[config.mk]
export PLATFORM = sky130hd
export DESIGN_NAME = composite_video_sync_line_counter_unit
export DESIGN_NICKNAME = d
export VERILOG_FILES = /design/src/design/cvsl_pkg.sv /design/src/design/composite_video_sync_line_counter_unit.sv /design/src/design/cvsl_classify.sv /design/src/design/cvsl_tracker.sv
export SDC_FILE = /design/constraint.sdc
export NUM_CORES = 1
export LEC_CHECK = 0
export BUFFER_PORTS_ARGS = -buffer_cell sky130_fd_sc_hd__buf_4
export CAP_MARGIN = 20
export CORE_ASPECT_RATIO = 0.5
export CORE_UTILIZATION = 64
export CTS_CLUSTER_DIAMETER = 120
export DETAILED_ROUTE_END_ITERATION = 10
export GPL_ROUTABILITY_DRIVEN = 1
export PLACE_DENSITY_LB_ADDON = 0.12
export SLEW_MARGIN = 20
export SYNTH_ARGS = -nofsm -noshare
export SYNTH_HDL_FRONTEND = slang
export SYNTH_SLANG_ARGS = --single-unit
[constraint.sdc]
create_clock -name clk -period 9.6 [get_ports clk]
set_input_delay 1.92 -clock clk [delete_from_list [all_inputs] [get_ports clk]]
set_output_delay 1.92 -clock clk [all_outputs]
set_load 0.01 [all_outputs]
[src/design/cvsl_pkg.sv]
// Shared types and constants for the composite video sync line counter.
package cvsl_pkg;

  // Configuration register indexes.
  localparam logic [2:0] RegVideoStandard = 3'd0;
  localparam logic [2:0] RegHsyncTicks    = 3'd1;
  localparam logic [2:0] RegEqualTicks    = 3'd2;
  localparam logic [2:0] RegBroadTicks    = 3'd3;
  localparam logic [2:0] RegLinePeriod    = 3'd4;
  localparam logic [2:0] RegTolerance     = 3'd5;
  localparam logic [2:0] RegBlankLines    = 3'd6;

  localparam int TickWidth = 16;
  localparam int CountWidth = 8;

  // Vertical-interval capture phases.
  typedef enum logic [2:0] {
    PH_UNKNOWN   = 3'd0,
    PH_FIRST_EQ  = 3'd1,
    PH_BROAD     = 3'd2,
    PH_SECOND_EQ = 3'd3,
    PH_LINES     = 3'd4
  } phase_t;

  // Configuration registers.
  typedef struct packed {
    logic                    pal;
    logic [TickWidth-1:0]    hsync_ticks;
    logic [TickWidth-1:0]    equal_ticks;
    logic [TickWidth-1:0]    broad_ticks;
    logic [TickWidth-1:0]    line_ticks;
    logic [TickWidth-1:0]    tolerance;
    logic [CountWidth-1:0]   skip_lines;
  } cfg_t;

  // Classification of one pulse.
  typedef struct packed {
    logic                 hsync;
    logic                 equal;
    logic                 broad;
    logic                 prev_hsync;
    logic                 period_ok;
    logic [TickWidth-1:0] width;
  } match_t;

  // One result word.
  typedef struct packed {
    logic                 locked;
    phase_t               phase;
    logic                 field_odd;
    logic [TickWidth-1:0] active_lines;
    logic                 frame_done;
    logic [TickWidth-1:0] frame_lines;
  } result_t;

endpackage

[src/design/composite_video_sync_line_counter_unit.sv]
// Top level of the composite video sync line counter.
//
//   Channel  Direction  Handshake               Payload
//   in       input      in_valid / in_ready     rise_tick, fall_tick
//   out      output     out_valid / out_ready   locked .. frame_lines
//   cfg      input      cfg_write               cfg_index, cfg_data
//
// A word passes through two registers in the block: the input register, then
// the result register, with the state update between them. One word is accepted
// every cycle while the result register is not stalled.
// Reset is synchronous and returns the tracker to the unknown phase.
// A stalled result holds in its register; the input register still takes a
// word while the result waits, and stalls only when both are full.
module composite_video_sync_line_counter_unit (
  input  logic        clk,
  input  logic        rst,
  input  logic        in_valid,
  output logic        in_ready,
  input  logic [15:0] rise_tick,
  input  logic [15:0] fall_tick,
  output logic        out_valid,
  input  logic        out_ready,
  output logic        locked,
  output logic [2:0]  capture_phase,
  output logic        field_odd,
  output logic [15:0] active_lines,
  output logic        frame_done,
  output logic [15:0] frame_lines,
  input  logic        cfg_write,
  input  logic [2:0]  cfg_index,
  input  logic [15:0] cfg_data
);

  cvsl_pkg::cfg_t    cfg;
  cvsl_pkg::match_t  match;
  cvsl_pkg::result_t result;
  cvsl_pkg::result_t out_word;

  logic        s1_valid;
  logic [15:0] s1_rise;
  logic [15:0] s1_fall;
  logic [15:0] previous_width;
  logic [15:0] previous_rise;
  logic        advance;

  // Configuration registers.
  always_ff @(posedge clk) begin
    if (rst) begin
      cfg <= '0;
    end else if (cfg_write) begin
      case (cfg_index)
        cvsl_pkg::RegVideoStandard: cfg.pal         <= cfg_data[0];
        cvsl_pkg::RegHsyncTicks:    cfg.hsync_ticks <= cfg_data;
        cvsl_pkg::RegEqualTicks:    cfg.equal_ticks <= cfg_data;
        cvsl_pkg::RegBroadTicks:    cfg.broad_ticks <= cfg_data;
        cvsl_pkg::RegLinePeriod:    cfg.line_ticks  <= cfg_data;
        cvsl_pkg::RegTolerance:     cfg.tolerance   <= cfg_data;
        cvsl_pkg::RegBlankLines:    cfg.skip_lines  <= cfg_data[7:0];
        default: ;
      endcase
    end
  end

  // Pipeline flow control.
  assign advance  = s1_valid && (!out_valid || out_ready);
  assign in_ready = !s1_valid || advance;

  // Input register.
  always_ff @(posedge clk) begin
    if (rst) begin
      s1_valid <= 1'b0;
    end else if (in_ready) begin
      s1_valid <= in_valid;
    end
  end

  always_ff @(posedge clk) begin
    if (in_valid && in_ready) begin
      s1_rise <= rise_tick;
      s1_fall <= fall_tick;
    end
  end

  // Pulse matcher.
  cvsl_classify u_classify (
    .cfg            (cfg),
    .rise_tick      (s1_rise),
    .fall_tick      (s1_fall),
    .previous_width (previous_width),
    .previous_rise  (previous_rise),
    .match          (match)
  );

  // State tracker.
  cvsl_tracker u_tracker (
    .clk            (clk),
    .rst            (rst),
    .step           (advance),
    .cfg            (cfg),
    .rise_tick      (s1_rise),
    .match          (match),
    .previous_width (previous_width),
    .previous_rise  (previous_rise),
    .result         (result)
  );

  // Result register.
  always_ff @(posedge clk) begin
    if (rst) begin
      out_valid <= 1'b0;
    end else if (advance) begin
      out_valid <= 1'b1;
    end else if (out_ready) begin
      out_valid <= 1'b0;
    end
  end

  always_ff @(posedge clk) begin
    if (advance) begin
      out_word <= result;
    end
  end

  assign locked        = out_word.locked;
  assign capture_phase = out_word.phase;
  assign field_odd     = out_word.field_odd;
  assign active_lines  = out_word.active_lines;
  assign frame_done    = out_word.frame_done;
  assign frame_lines   = out_word.frame_lines;

endmodule

[src/design/cvsl_classify.sv]
// Pulse width and line period matcher against the nominal tick values.
module cvsl_classify (
  input  cvsl_pkg::cfg_t                    cfg,
  input  logic [cvsl_pkg::TickWidth-1:0]    rise_tick,
  input  logic [cvsl_pkg::TickWidth-1:0]    fall_tick,
  input  logic [cvsl_pkg::TickWidth-1:0]    previous_width,
  input  logic [cvsl_pkg::TickWidth-1:0]    previous_rise,
  output cvsl_pkg::match_t                  match
);

  logic [cvsl_pkg::TickWidth-1:0] width;
  logic [cvsl_pkg::TickWidth-1:0] period;

  // True when the value lies within the tolerance of the nominal value.
  function automatic logic near_match(input logic [cvsl_pkg::TickWidth-1:0] value,
                                      input logic [cvsl_pkg::TickWidth-1:0] nominal,
                                      input logic [cvsl_pkg::TickWidth-1:0] tol);
    logic [cvsl_pkg::TickWidth-1:0] diff;
    diff = (value >= nominal) ? (value - nominal) : (nominal - value);
    return diff <= tol;
  endfunction

  // Widths wrap with the 16-bit timer.
  assign width  = fall_tick - rise_tick;
  assign period = fall_tick - previous_rise;

  // All windows are tested in parallel; priority is applied by the tracker.
  always_comb begin
    match.width      = width;
    match.hsync      = near_match(width, cfg.hsync_ticks, cfg.tolerance);
    match.equal      = near_match(width, cfg.equal_ticks, cfg.tolerance);
    match.broad      = near_match(width, cfg.broad_ticks, cfg.tolerance);
    match.prev_hsync = near_match(previous_width, cfg.hsync_ticks, cfg.tolerance);
    match.period_ok  = near_match(period, cfg.line_ticks, cfg.tolerance);
  end

endmodule

[src/design/cvsl_tracker.sv]
// Vertical-interval state tracker with line, active-line and field counters.
module cvsl_tracker (
  input  logic                              clk,
  input  logic                              rst,
  input  logic                              step,
  input  cvsl_pkg::cfg_t                    cfg,
  input  logic [cvsl_pkg::TickWidth-1:0]    rise_tick,
  input  cvsl_pkg::match_t                  match,
  output logic [cvsl_pkg::TickWidth-1:0]    previous_width,
  output logic [cvsl_pkg::TickWidth-1:0]    previous_rise,
  output cvsl_pkg::result_t                 result
);

  localparam logic [cvsl_pkg::CountWidth-1:0] FailLimit = 8'd10;
  localparam logic [cvsl_pkg::CountWidth-1:0] FailMax   = 8'd255;

  cvsl_pkg::phase_t phase, phase_next;
  logic odd_field, odd_field_next;
  logic pal_odd_ready, pal_odd_ready_next;
  logic [cvsl_pkg::TickWidth-1:0] line_count, line_count_next;
  logic [cvsl_pkg::TickWidth-1:0] active_count, active_count_next;
  logic [cvsl_pkg::CountWidth-1:0] blank_remaining, blank_remaining_next;
  logic [cvsl_pkg::CountWidth-1:0] failure_count, failure_count_next;
  logic [cvsl_pkg::CountWidth-1:0] equalizing_hits, equalizing_hits_next;
  logic [cvsl_pkg::CountWidth-1:0] broad_hits, broad_hits_next;
  logic [cvsl_pkg::CountWidth-1:0] hsync_hits, hsync_hits_next;
  logic done;
  logic [cvsl_pkg::TickWidth-1:0] logged;

  // Next-state logic for one pulse.
  always_comb begin
    phase_next           = phase;
    odd_field_next       = odd_field;
    pal_odd_ready_next   = pal_odd_ready;
    line_count_next      = line_count;
    active_count_next    = active_count;
    blank_remaining_next = blank_remaining;
    failure_count_next   = failure_count;
    equalizing_hits_next = equalizing_hits;
    broad_hits_next      = broad_hits;
    hsync_hits_next      = hsync_hits;
    done                 = 1'b0;
    logged               = '0;

    if (phase != cvsl_pkg::PH_UNKNOWN) begin
      if (match.hsync) begin
        // Horizontal sync: end of vertical interval or one more line.
        if (phase == cvsl_pkg::PH_SECOND_EQ && hsync_hits != '0) begin
          hsync_hits_next      = '0;
          line_count_next      = line_count + (cfg.pal ? 16'd4 : 16'd5);
          blank_remaining_next = cfg.skip_lines;
          phase_next           = cvsl_pkg::PH_LINES;
        end else if (phase == cvsl_pkg::PH_LINES) begin
          hsync_hits_next = '0;
          line_count_next = line_count + 16'd1;
          if (blank_remaining == '0) begin
            active_count_next = active_count + 16'd1;
          end else begin
            blank_remaining_next = blank_remaining - 8'd1;
          end
        end else if (phase == cvsl_pkg::PH_SECOND_EQ) begin
          hsync_hits_next = hsync_hits + 8'd2;
        end else begin
          hsync_hits_next = hsync_hits + 8'd1;
        end
      end else if (match.equal) begin
        // Equalizing pulse: start or end of the broad pulse group.
        if (phase == cvsl_pkg::PH_LINES && equalizing_hits != '0) begin
          equalizing_hits_next = '0;
          if (cfg.pal) begin
            pal_odd_ready_next = odd_field;
          end else if (!odd_field) begin
            odd_field_next     = 1'b1;
            logged             = line_count;
            done               = 1'b1;
            line_count_next    = '0;
            failure_count_next = '0;
          end else begin
            odd_field_next = 1'b0;
          end
          active_count_next = '0;
          phase_next        = cvsl_pkg::PH_FIRST_EQ;
        end else if (phase == cvsl_pkg::PH_BROAD && equalizing_hits != '0) begin
          equalizing_hits_next = '0;
          line_count_next      = line_count + 16'd3;
          phase_next           = cvsl_pkg::PH_SECOND_EQ;
        end else begin
          equalizing_hits_next = equalizing_hits + 8'd1;
        end
      end else if (match.broad) begin
        // Broad pulse: start of the broad group; field decision under PAL rules.
        if (phase == cvsl_pkg::PH_FIRST_EQ && broad_hits != '0) begin
          broad_hits_next = '0;
          if (cfg.pal) begin
            if (pal_odd_ready) begin
              odd_field_next     = 1'b0;
              logged             = line_count + 16'd2;
              done               = 1'b1;
              line_count_next    = '0;
              failure_count_next = '0;
            end else begin
              odd_field_next  = 1'b1;
              line_count_next = line_count + 16'd3;
            end
          end else begin
            line_count_next = line_count + 16'd3;
          end
          phase_next = cvsl_pkg::PH_BROAD;
        end else begin
          broad_hits_next = broad_hits + 8'd1;
        end
      end else begin
        // Unclassified pulse: count toward loss of lock.
        if (failure_count != FailMax) begin
          failure_count_next = failure_count + 8'd1;
        end
        if (failure_count_next > FailLimit) begin
          phase_next = cvsl_pkg::PH_UNKNOWN;
        end
      end
    end else if (match.equal && match.prev_hsync) begin
      // Lock on the first equalizing pulse after a line sync.
      if (match.period_ok) begin
        if (cfg.pal) begin
          pal_odd_ready_next = 1'b0;
        end else begin
          odd_field_next     = 1'b1;
          line_count_next    = '0;
          failure_count_next = '0;
        end
      end
      active_count_next = '0;
      phase_next        = cvsl_pkg::PH_FIRST_EQ;
    end
  end

  // Result of this pulse, taken from the updated state.
  always_comb begin
    result.locked       = (phase_next != cvsl_pkg::PH_UNKNOWN);
    result.phase        = phase_next;
    result.field_odd    = odd_field_next;
    result.active_lines = active_count_next;
    result.frame_done   = done;
    result.frame_lines  = logged;
  end

  // State registers, updated once per word.
  always_ff @(posedge clk) begin
    if (rst) begin
      phase           <= cvsl_pkg::PH_UNKNOWN;
      previous_width  <= '0;
      previous_rise   <= '0;
      odd_field       <= 1'b0;
      pal_odd_ready   <= 1'b0;
      line_count      <= '0;
      active_count    <= '0;
      blank_remaining <= '0;
      failure_count   <= '0;
      equalizing_hits <= '0;
      broad_hits      <= '0;
      hsync_hits      <= '0;
    end else if (step) begin
      phase           <= phase_next;
      previous_width  <= match.width;
      previous_rise   <= rise_tick;
      odd_field       <= odd_field_next;
      pal_odd_ready   <= pal_odd_ready_next;
      line_count      <= line_count_next;
      active_count    <= active_count_next;
      blank_remaining <= blank_remaining_next;
      failure_count   <= failure_count_next;
      equalizing_hits <= equalizing_hits_next;
      broad_hits      <= broad_hits_next;
      hsync_hits      <= hsync_hits_next;
    end
  end

endmodule
==> impl_metrics.toml, run 1 <==
[floorplan]
die_h_um = 134.3
start_util = 0.6632
pin_count = 96
core_area_sq_um = 33750
die_w_um = 266.5
rows = 47
die_area_sq_um = 35780

[route]
wl_um = 68010
wl_per_cell_um = 20.51
vias_per_cell = 6.343
postRouteAntennaNets = 0
drc_errors = 0
first_pass_iters = 7
vias = 21032
drtIter0Drc = 2031

[clock_tree]
ctsHoldBuffers = 0
htree_levels = 1
cts.sinks = 270
cts_tree = "built"
cts_root_buf = "clkbuf_16"
cts_resized = 0
clock_latency_ns = 0.60
clockBufferDepth = 3
cts_buffers = 26
clk_pin_slew_worst_paths_ns = 0.07
post-cts-setup-buffers = 0

[sta]
hold_viol = 0
tightest_slew_ns = 1.060
min_period_ns = 8.935
rsz0062_at_grt = "false"
drv_slew = 0
finalSetupViolCount = 0
fmax_ghz = 0.1119
holdWs_ns = 0.4538
skew_ns = 0.02524
maxSlewHeadroom = 0.2881
fin_setup_tns_ns = 0
post-route-period-util = 0.9307

[grt]
grt_max_degree = 116
grt_overflow = 0
first_global_vias = 19376
antenna_found_initial = 1
track_usage = 0.3751
grt_first_pass_wirelength_um = 105700

[logic_synthesis]
ys_top_cells_by_area = "dfxtp_1 (18%), ha_1 (16%), edfxtp_1 (9.4%), a21oi_1 (6.7%), nand2_1 (6.2%)"
yosysWarningCount = 0
synth-seq-cells = 270
synth_edf_count = 70
synth_top_area_frac = 0.1789
avgSynthCellArea_sq_um = 8.001
synth_fp_nets = 3149
synth_common_cells = "nand2_1 (367), a21oi_1 (300), ha_1 (283)"
ys_seq_area_frac = 0.2727
syn_area_sq_um = 22390
syn_inst = 2798
synth.most_common_cell = "nand2_1"
synth.distinct_cells = 93
ys_async_sr_fraction = 0
synthFlopType = "dfxtp_1"
yosysTopAreaCell = "dfxtp_1"

[worst_hold_path]
hold_class = "register to register"
holdPathEnd = "cfg[14]$_SDFFE_PP0P_"
holdPathStages = 2
holdCritStartpoint = "cfg[14]$_SDFFE_PP0P_"

[pwr]
leakagePower_nw = 9.926
pwr_density_cell_nw_per_um2 = 196.8
vdd_drop_max_mv = 0.1604

[critical_path]
max_stage_delay_ns = 0.81
r2r_start = "s1_fall[6]$_DFFE_PP_"
cp-start-kind = "register"
crit_path_end_kind = "register"
worst_r2r_endpoint = "u_tracker.failure_count[0]$_SDFFE_PP0P_"
crit_family = "compound AO/OA/AOI/OAI gates"
required_ns = 10.09
rr_worst_depth = 26
path_class = "register to register"
cpMaxStageDelayCell = "a2111oi_4"
arrival_ns = 9.43
cp_max_fo = 16
r2r_slack_ns = 0.67
crit_buf_inv = 1

[layout]
fill_cells = 2826
fin_util = 0.7199
syn_to_final_growth_pct = 8.551
final_nets = 3181
drive_above_1_share = 0.07579

[placed_design]
place_hpwl_um = 51240
gp_congestion = 1.025
port_buffers = 95

[outcome]
outcome = "finished, final reports clean"

[flow_run]
maxCapViolCount = 0
==> report_power, final <==
group / leakage, nW / switching [W] / internal (W)
logic: 7.22 / 0.00149 / 0.000975
registers: 2.28 / 0.0000309 / 0.00121
clock network: 0.422 / 0.000505 / 0.000569
==> flip-flops by register name, summed over array words and instances (netlist names), 3 cells and up <==
| register | count |
|---|---|
| active_lines | 16 |
| capture_phase | 3 |
| cfg | 89 |
| frame_lines | 16 |
| s1_fall | 16 |
| s1_rise | 16 |
| u_tracker.active_count | 16 |
| u_tracker.blank_remaining | 8 |
| u_tracker.broad_hits | 8 |
| u_tracker.equalizing_hits | 8 |
| u_tracker.failure_count | 8 |
| u_tracker.hsync_hits | 8 |
| u_tracker.line_count | 16 |
| u_tracker.phase | 3 |
| u_tracker.previous_rise | 16 |
| u_tracker.previous_width | 16 |
==> kinds of logic (layout without fill, tap and decap cells) <==
| logic type | count (synthesis) | after routing | synth area share |
|---|---|---|---|
| AOI/OAI and AO/OA | 802 | 802 | 0.2306 |
| xor gates and xnor gates | 116 | 116 | 0.04538 |
| DFF | 270 | 270 | 0.2727 |
| and+or+nand+nor | 894 | 894 | 0.1904 |
| adders and majority gates | 295 | 295 | 0.1689 |
| buffers and inverters | 353 | 405 | 0.06103 |
| muxes | 68 | 68 | 0.03102 |
| other | 0 | 1 | 0 |
==> placed cells by master (no fill, tap or decap), types with 22 or more instances in the layout <==
cell type / synthesis / layout
xor2_1: 49 / 49
nor3_1: 54 / 53
xnor2_1: 67 / 67
edfxtp_1: 70 / 70
and3_1: 40 / 40
a311oi_1: 22 / 22
clkbuf_16: 0 / 26
nand2b_1: 37 / 36
inv_1: 232 / 231
a21o_1: 103 / 103
nor2_1: 161 / 160
a31oi_1: 31 / 31
nor2b_1: 37 / 37
dfxtp_1: 200 / 200
buf_4: 3 / 124
nand2_1: 367 / 367
o21ai_0: 114 / 114
a211oi_1: 37 / 37
ha_1: 283 / 283
or3_1: 27 / 27
nand4_1: 34 / 34
nand3_1: 55 / 55
mux2i_1: 57 / 57
a21oi_1: 300 / 300
==> worst register-to-register path: stages, from the launching register on <==
cell	delay (ns)
edfxtp_1	0.41
ha_1	0.35
a2111oi_0	0.68
a21oi_1	0.23
xnor2_1	0.66
inv_1	0.20
ha_1	0.44
and3_4	0.20
and3_4	0.18
a221o_1	0.32
a221o_1	0.39
o211a_4	0.33
nor2_8	0.27
mux2_2	0.45
and3_1	0.19
a21oi_1	0.15
xnor2_1	0.16
ha_1	0.27
and3_1	0.18
a221o_1	0.32
a221oi_2	0.47
o211ai_2	0.35
nand2_4	0.24
o211ai_2	0.15
a2111oi_4	0.81
nand3_1	0.21
o31ai_1	0.23
==> cell type report <==
| class | instances | area (sq um) | share of cell area |
|---|---|---|---|
| clock buffer | 35 | 734.5 | 0.03022 |
| multi-input combinational | 2175 | 14940 | 0.6147 |
| sequential | 270 | 6106 | 0.2513 |
| inverter | 232 | 873.3 | 0.03594 |
| clock inverter | 13 | 123.9 | 0.005097 |
| antenna | 1 | 2.502 | 0.0001030 |
| tap | 465 | 581.8 | 0.02394 |
| timing repair buffer | 125 | 942.2 | 0.03877 |
==> stage by stage <==
stage / cell area [sq um] / power (W) / instances / setup slack, ns
5_1_grt: 24300 / 0.005059 / 3316 / 0.2552
2_1_floorplan: 22390 / 0.003029 / 2798 / 2.297
3_5_place_dp: 23430 / 0.003648 / 3267 / 0.9012
6_report: 24300 / 0.004783 / 3316 / 0.6653
4_1_cts: 24290 / 0.004721 / 3315 / 0.8957
3_3_place_gp: 23430 / 0.003605 / 3267 / 1.179
==> worst max-delay path by stage <==
| stage | from | end | slack, ns | cells past startpoint |
|---|---|---|---|---|
| after floorplan | s1_fall[6]$_DFFE_PP_ | frame_lines[14]$_SDFFCE_PN0P_ | 2.30 | 27 |
| after global placement | s1_fall[1]$_DFFE_PP_ | u_tracker.failure_count[0]$_SDFFE_PP0P_ | 1.18 | 30 |
| after detailed placement | s1_fall[1]$_DFFE_PP_ | u_tracker.failure_count[0]$_SDFFE_PP0P_ | 0.90 | 30 |
| after CTS | s1_fall[1]$_DFFE_PP_ | u_tracker.failure_count[0]$_SDFFE_PP0P_ | 0.90 | 30 |
| after global routing | s1_rise[0]$_DFFE_PP_ | u_tracker.line_count[10]$_SDFFE_PP0P_ | 0.26 | 32 |
| final | s1_fall[6]$_DFFE_PP_ | u_tracker.failure_count[0]$_SDFFE_PP0P_ | 0.67 | 26 |
==> per-layer routing <==
layer	up-vias	track usage	share of wire
li1	10036	-	-
met3	182	0.06224	0.090
met4	0	0.1430	0.041
met2	965	0.5927	0.43
met5	-	0	0
met1	9849	0.5140	0.44
(Power assumes the default switching activity.)
==> run 2: changes to the inputs <==
--- a/config.mk
+++ b/config.mk
@@ -13,7 +13,9 @@
 export DETAILED_ROUTE_END_ITERATION = 10
 export GPL_ROUTABILITY_DRIVEN = 1
 export PLACE_DENSITY_LB_ADDON = 0.12
+export RECOVER_POWER = 25
 export SLEW_MARGIN = 20
 export SYNTH_ARGS = -nofsm -noshare
 export SYNTH_HDL_FRONTEND = slang
+export SYNTH_HIERARCHICAL = 1
 export SYNTH_SLANG_ARGS = --single-unit
==> impl_metrics.toml, run 2 <==
[outcome]
outcome = "finished, violations left"
violations = "design-rule violations, max-capacitance violations, max-slew violations"

[pwr]
leakagePower_nw = 10.68
vdd_drop_max_mv = 0.1907
pwr_density_cell_nw_per_um2 = 199.5

[placed_design]
place_area_sq_um = 24610
port_buffers = 95
place_hpwl_um = 51500
gp_congestion = 0.9867

[grt]
track_usage = 0.3551
antenna_found_initial = 2
use_met2 = 0.5871
grtUsageMet1 = 0.4743
grt_util_met3 = 0.05107
grt_overflow = 0
grt_max_degree = 83
grt.busiest_layer = "met2"
first_global_vias = 20241
grt_first_pass_wirelength_um = 108200

[layout]
final_cell_mix = "ha_1 (284), a21oi_1 (230), inv_1 (216)"
fill_cells = 3008
top_register = "cfg"
design_area_sq_um = 25530
largest_register_ffs = 89
final_common_cell = "ha_1"
fin_util = 0.7033
final_nets = 3164
syn_to_final_growth_pct = 7.063
drive_above_1_share = 0.08539
antenna_cells = 0

[logic_synthesis]
yosysTopAreaCell = "dfxtp_1"
syn_area_sq_um = 23840
synth_top_area_frac = 0.1679
avgSynthCellArea_sq_um = 8.482
synthFlopType = "dfxtp_1"
ys_async_sr_fraction = 0
synth-seq-cells = 270
ys_top_cells_by_area = "dfxtp_1 (17%), ha_1 (15%), edfxtp_1 (8.8%), mux2i_1 (6.6%), a21oi_1 (4.8%)"
synth.distinct_cells = 113
ys_seq_area_frac = 0.2561
syn_inst = 2811
yosysWarningCount = 6
synth_common_cells = "ha_1 (284), a21oi_1 (230), inv_1 (216)"
synth_fp_nets = 3163
synth.most_common_cell = "ha_1"
synth_edf_count = 70

[clock_tree]
cts_tree = "built"
post-cts-setup-buffers = 0
cts_root_buf = "clkbuf_16"
clockBufferDepth = 3
htree_levels = 1
clk_pin_slew_worst_paths_ns = 0.06
cts_buffers = 28
clock_latency_ns = 0.59
cts_resized = 0
cts.sinks = 270
ctsHoldBuffers = 0

[floorplan]
pin_count = 96
start_util = 0.6569
rows = 49
die_area_sq_um = 38080
core_area_sq_um = 36290
die_h_um = 138.5
die_w_um = 275.0

[critical_path]
path_class = "register to register"
crit_path_end_kind = "register"
cp_max_fo = 17
cp_common_cell = "a21oi_1"
max_stage_delay_ns = 0.58
arrival_ns = 8.72
required_ns = 9.96
cp-start-kind = "register"
cpMaxStageDelayCell = "a2111oi_0"

[sta]
finalSetupViolCount = 0
post-route-period-util = 0.8704
rsz0062_at_grt = "false"
fmax_ghz = 0.1197
skew_ns = 0.02277
min_period_ns = 8.356
tightest_slew_ns = 3.639
hold_viol = 0
drv_slew = 147
fin_setup_tns_ns = 0
maxSlewHeadroom = -1.426

[route]
vias_per_cell = 6.445
vias = 21386
wl_per_cell_um = 20.69
first_pass_iters = 11
drc_errors = 9
drtIter0Drc = 2095
wl_um = 68640
postRouteAntennaNets = 0

[flow_run]
maxCapViolCount = 2

[worst_hold_path]
hold_class = "register to register"
run 2: cell count changes in the layout (fill, tap and decap cells not counted), moves of 33 or more:
cell,delta
nand2_1,-223
nand2b_1,+111
clkbuf_4,+33
a21oi_1,-70
mux2i_1,+100
buf_4,-39
run 2: kinds of logic (layout without fill, tap and decap cells):
family                   after synthesis  in the layout  synth area share
AND/OR/NAND/NOR                      809            809            0.1833
adder cells (fa/ha/maj)              296            296            0.1591
multiplexers                         164            164           0.06922
AO/OA/AOI/OAI                        787            787            0.2225
flip-flops                           270            270            0.2561
buffers and inverters                366            389           0.06612
XOR/XNOR                             119            119           0.04371
run 2: metal layers:
layer / wire [um] / vias up / part of all wire
li1: - / 10226 / -
met1: 30380 / 10187 / 0.44
met2: 31490 / 807 / 0.46
met3: 4409 / 166 / 0.064
met4: 2360 / 0 / 0.034
met5: 0 / - / 0
run 2: cell type report:
cell class / count / area (sq um) / share of cell area
Timing Repair Buffer: 119 / 889.6 / 0.03485
Clock inverter: 14 / 132.6 / 0.005196
Clock buffer: 38 / 789.5 / 0.03093
Inverter: 218 / 818.3 / 0.03206
Tap cell: 484 / 605.6 / 0.02372
Sequential cell: 270 / 6106 / 0.2392
Multi-Input combinational cell: 2175 / 16190 / 0.6341
run 2: power breakdown:
group | total (W) | switching (W) | internal [W]
registers | 0.00126 | 0.0000441 | 0.00122
clock network | 0.00113 | 0.000501 | 0.000632
logic | 0.00270 | 0.00161 | 0.00109
run 2: stage by stage:
stage / power, W / hold slack, ns / std cells / worst slack, ns
after CTS: 0.005031 / 0.4703 / 3318 / 1.447
after detailed placement: 0.003898 / 0.4616 / 3266 / 1.474
after floorplan: 0.003281 / 0.4342 / 2811 / 2.762
final: 0.005093 / 0.4628 / 3318 / 1.244
after global routing: 0.005430 / 0.4923 / 3318 / 0.7410
after global placement: 0.003849 / 0.4471 / 3266 / 1.579
run 2: final timing paths:
path	cells after the start	end	slack, ns	startpoint
worst max-delay path	29	frame_lines[7]$_DFFE_PP_	1.24	s1_fall[1]$_DFFE_PP_
worst min-delay path	2	out_valid$_SDFFE_PP0P_	0.46	s1_valid$_SDFFE_PP0P_
worst max register to register	29	frame_lines[7]$_DFFE_PP_	1.24	s1_fall[1]$_DFFE_PP_
worst min register to register	2	out_valid$_SDFFE_PP0P_	0.46	s1_valid$_SDFFE_PP0P_
run 2: worst max-delay path, delay by kind of cell, from the launching register on:
family                   cells  cell delay (ns)
AO/OA/AOI/OAI               19             4.96
adder cells (fa/ha/maj)      3             1.00
AND/OR/NAND/NOR              3             0.80
flip-flops                   1             0.50
XOR/XNOR                     2             0.49
buffers and inverters        2             0.36
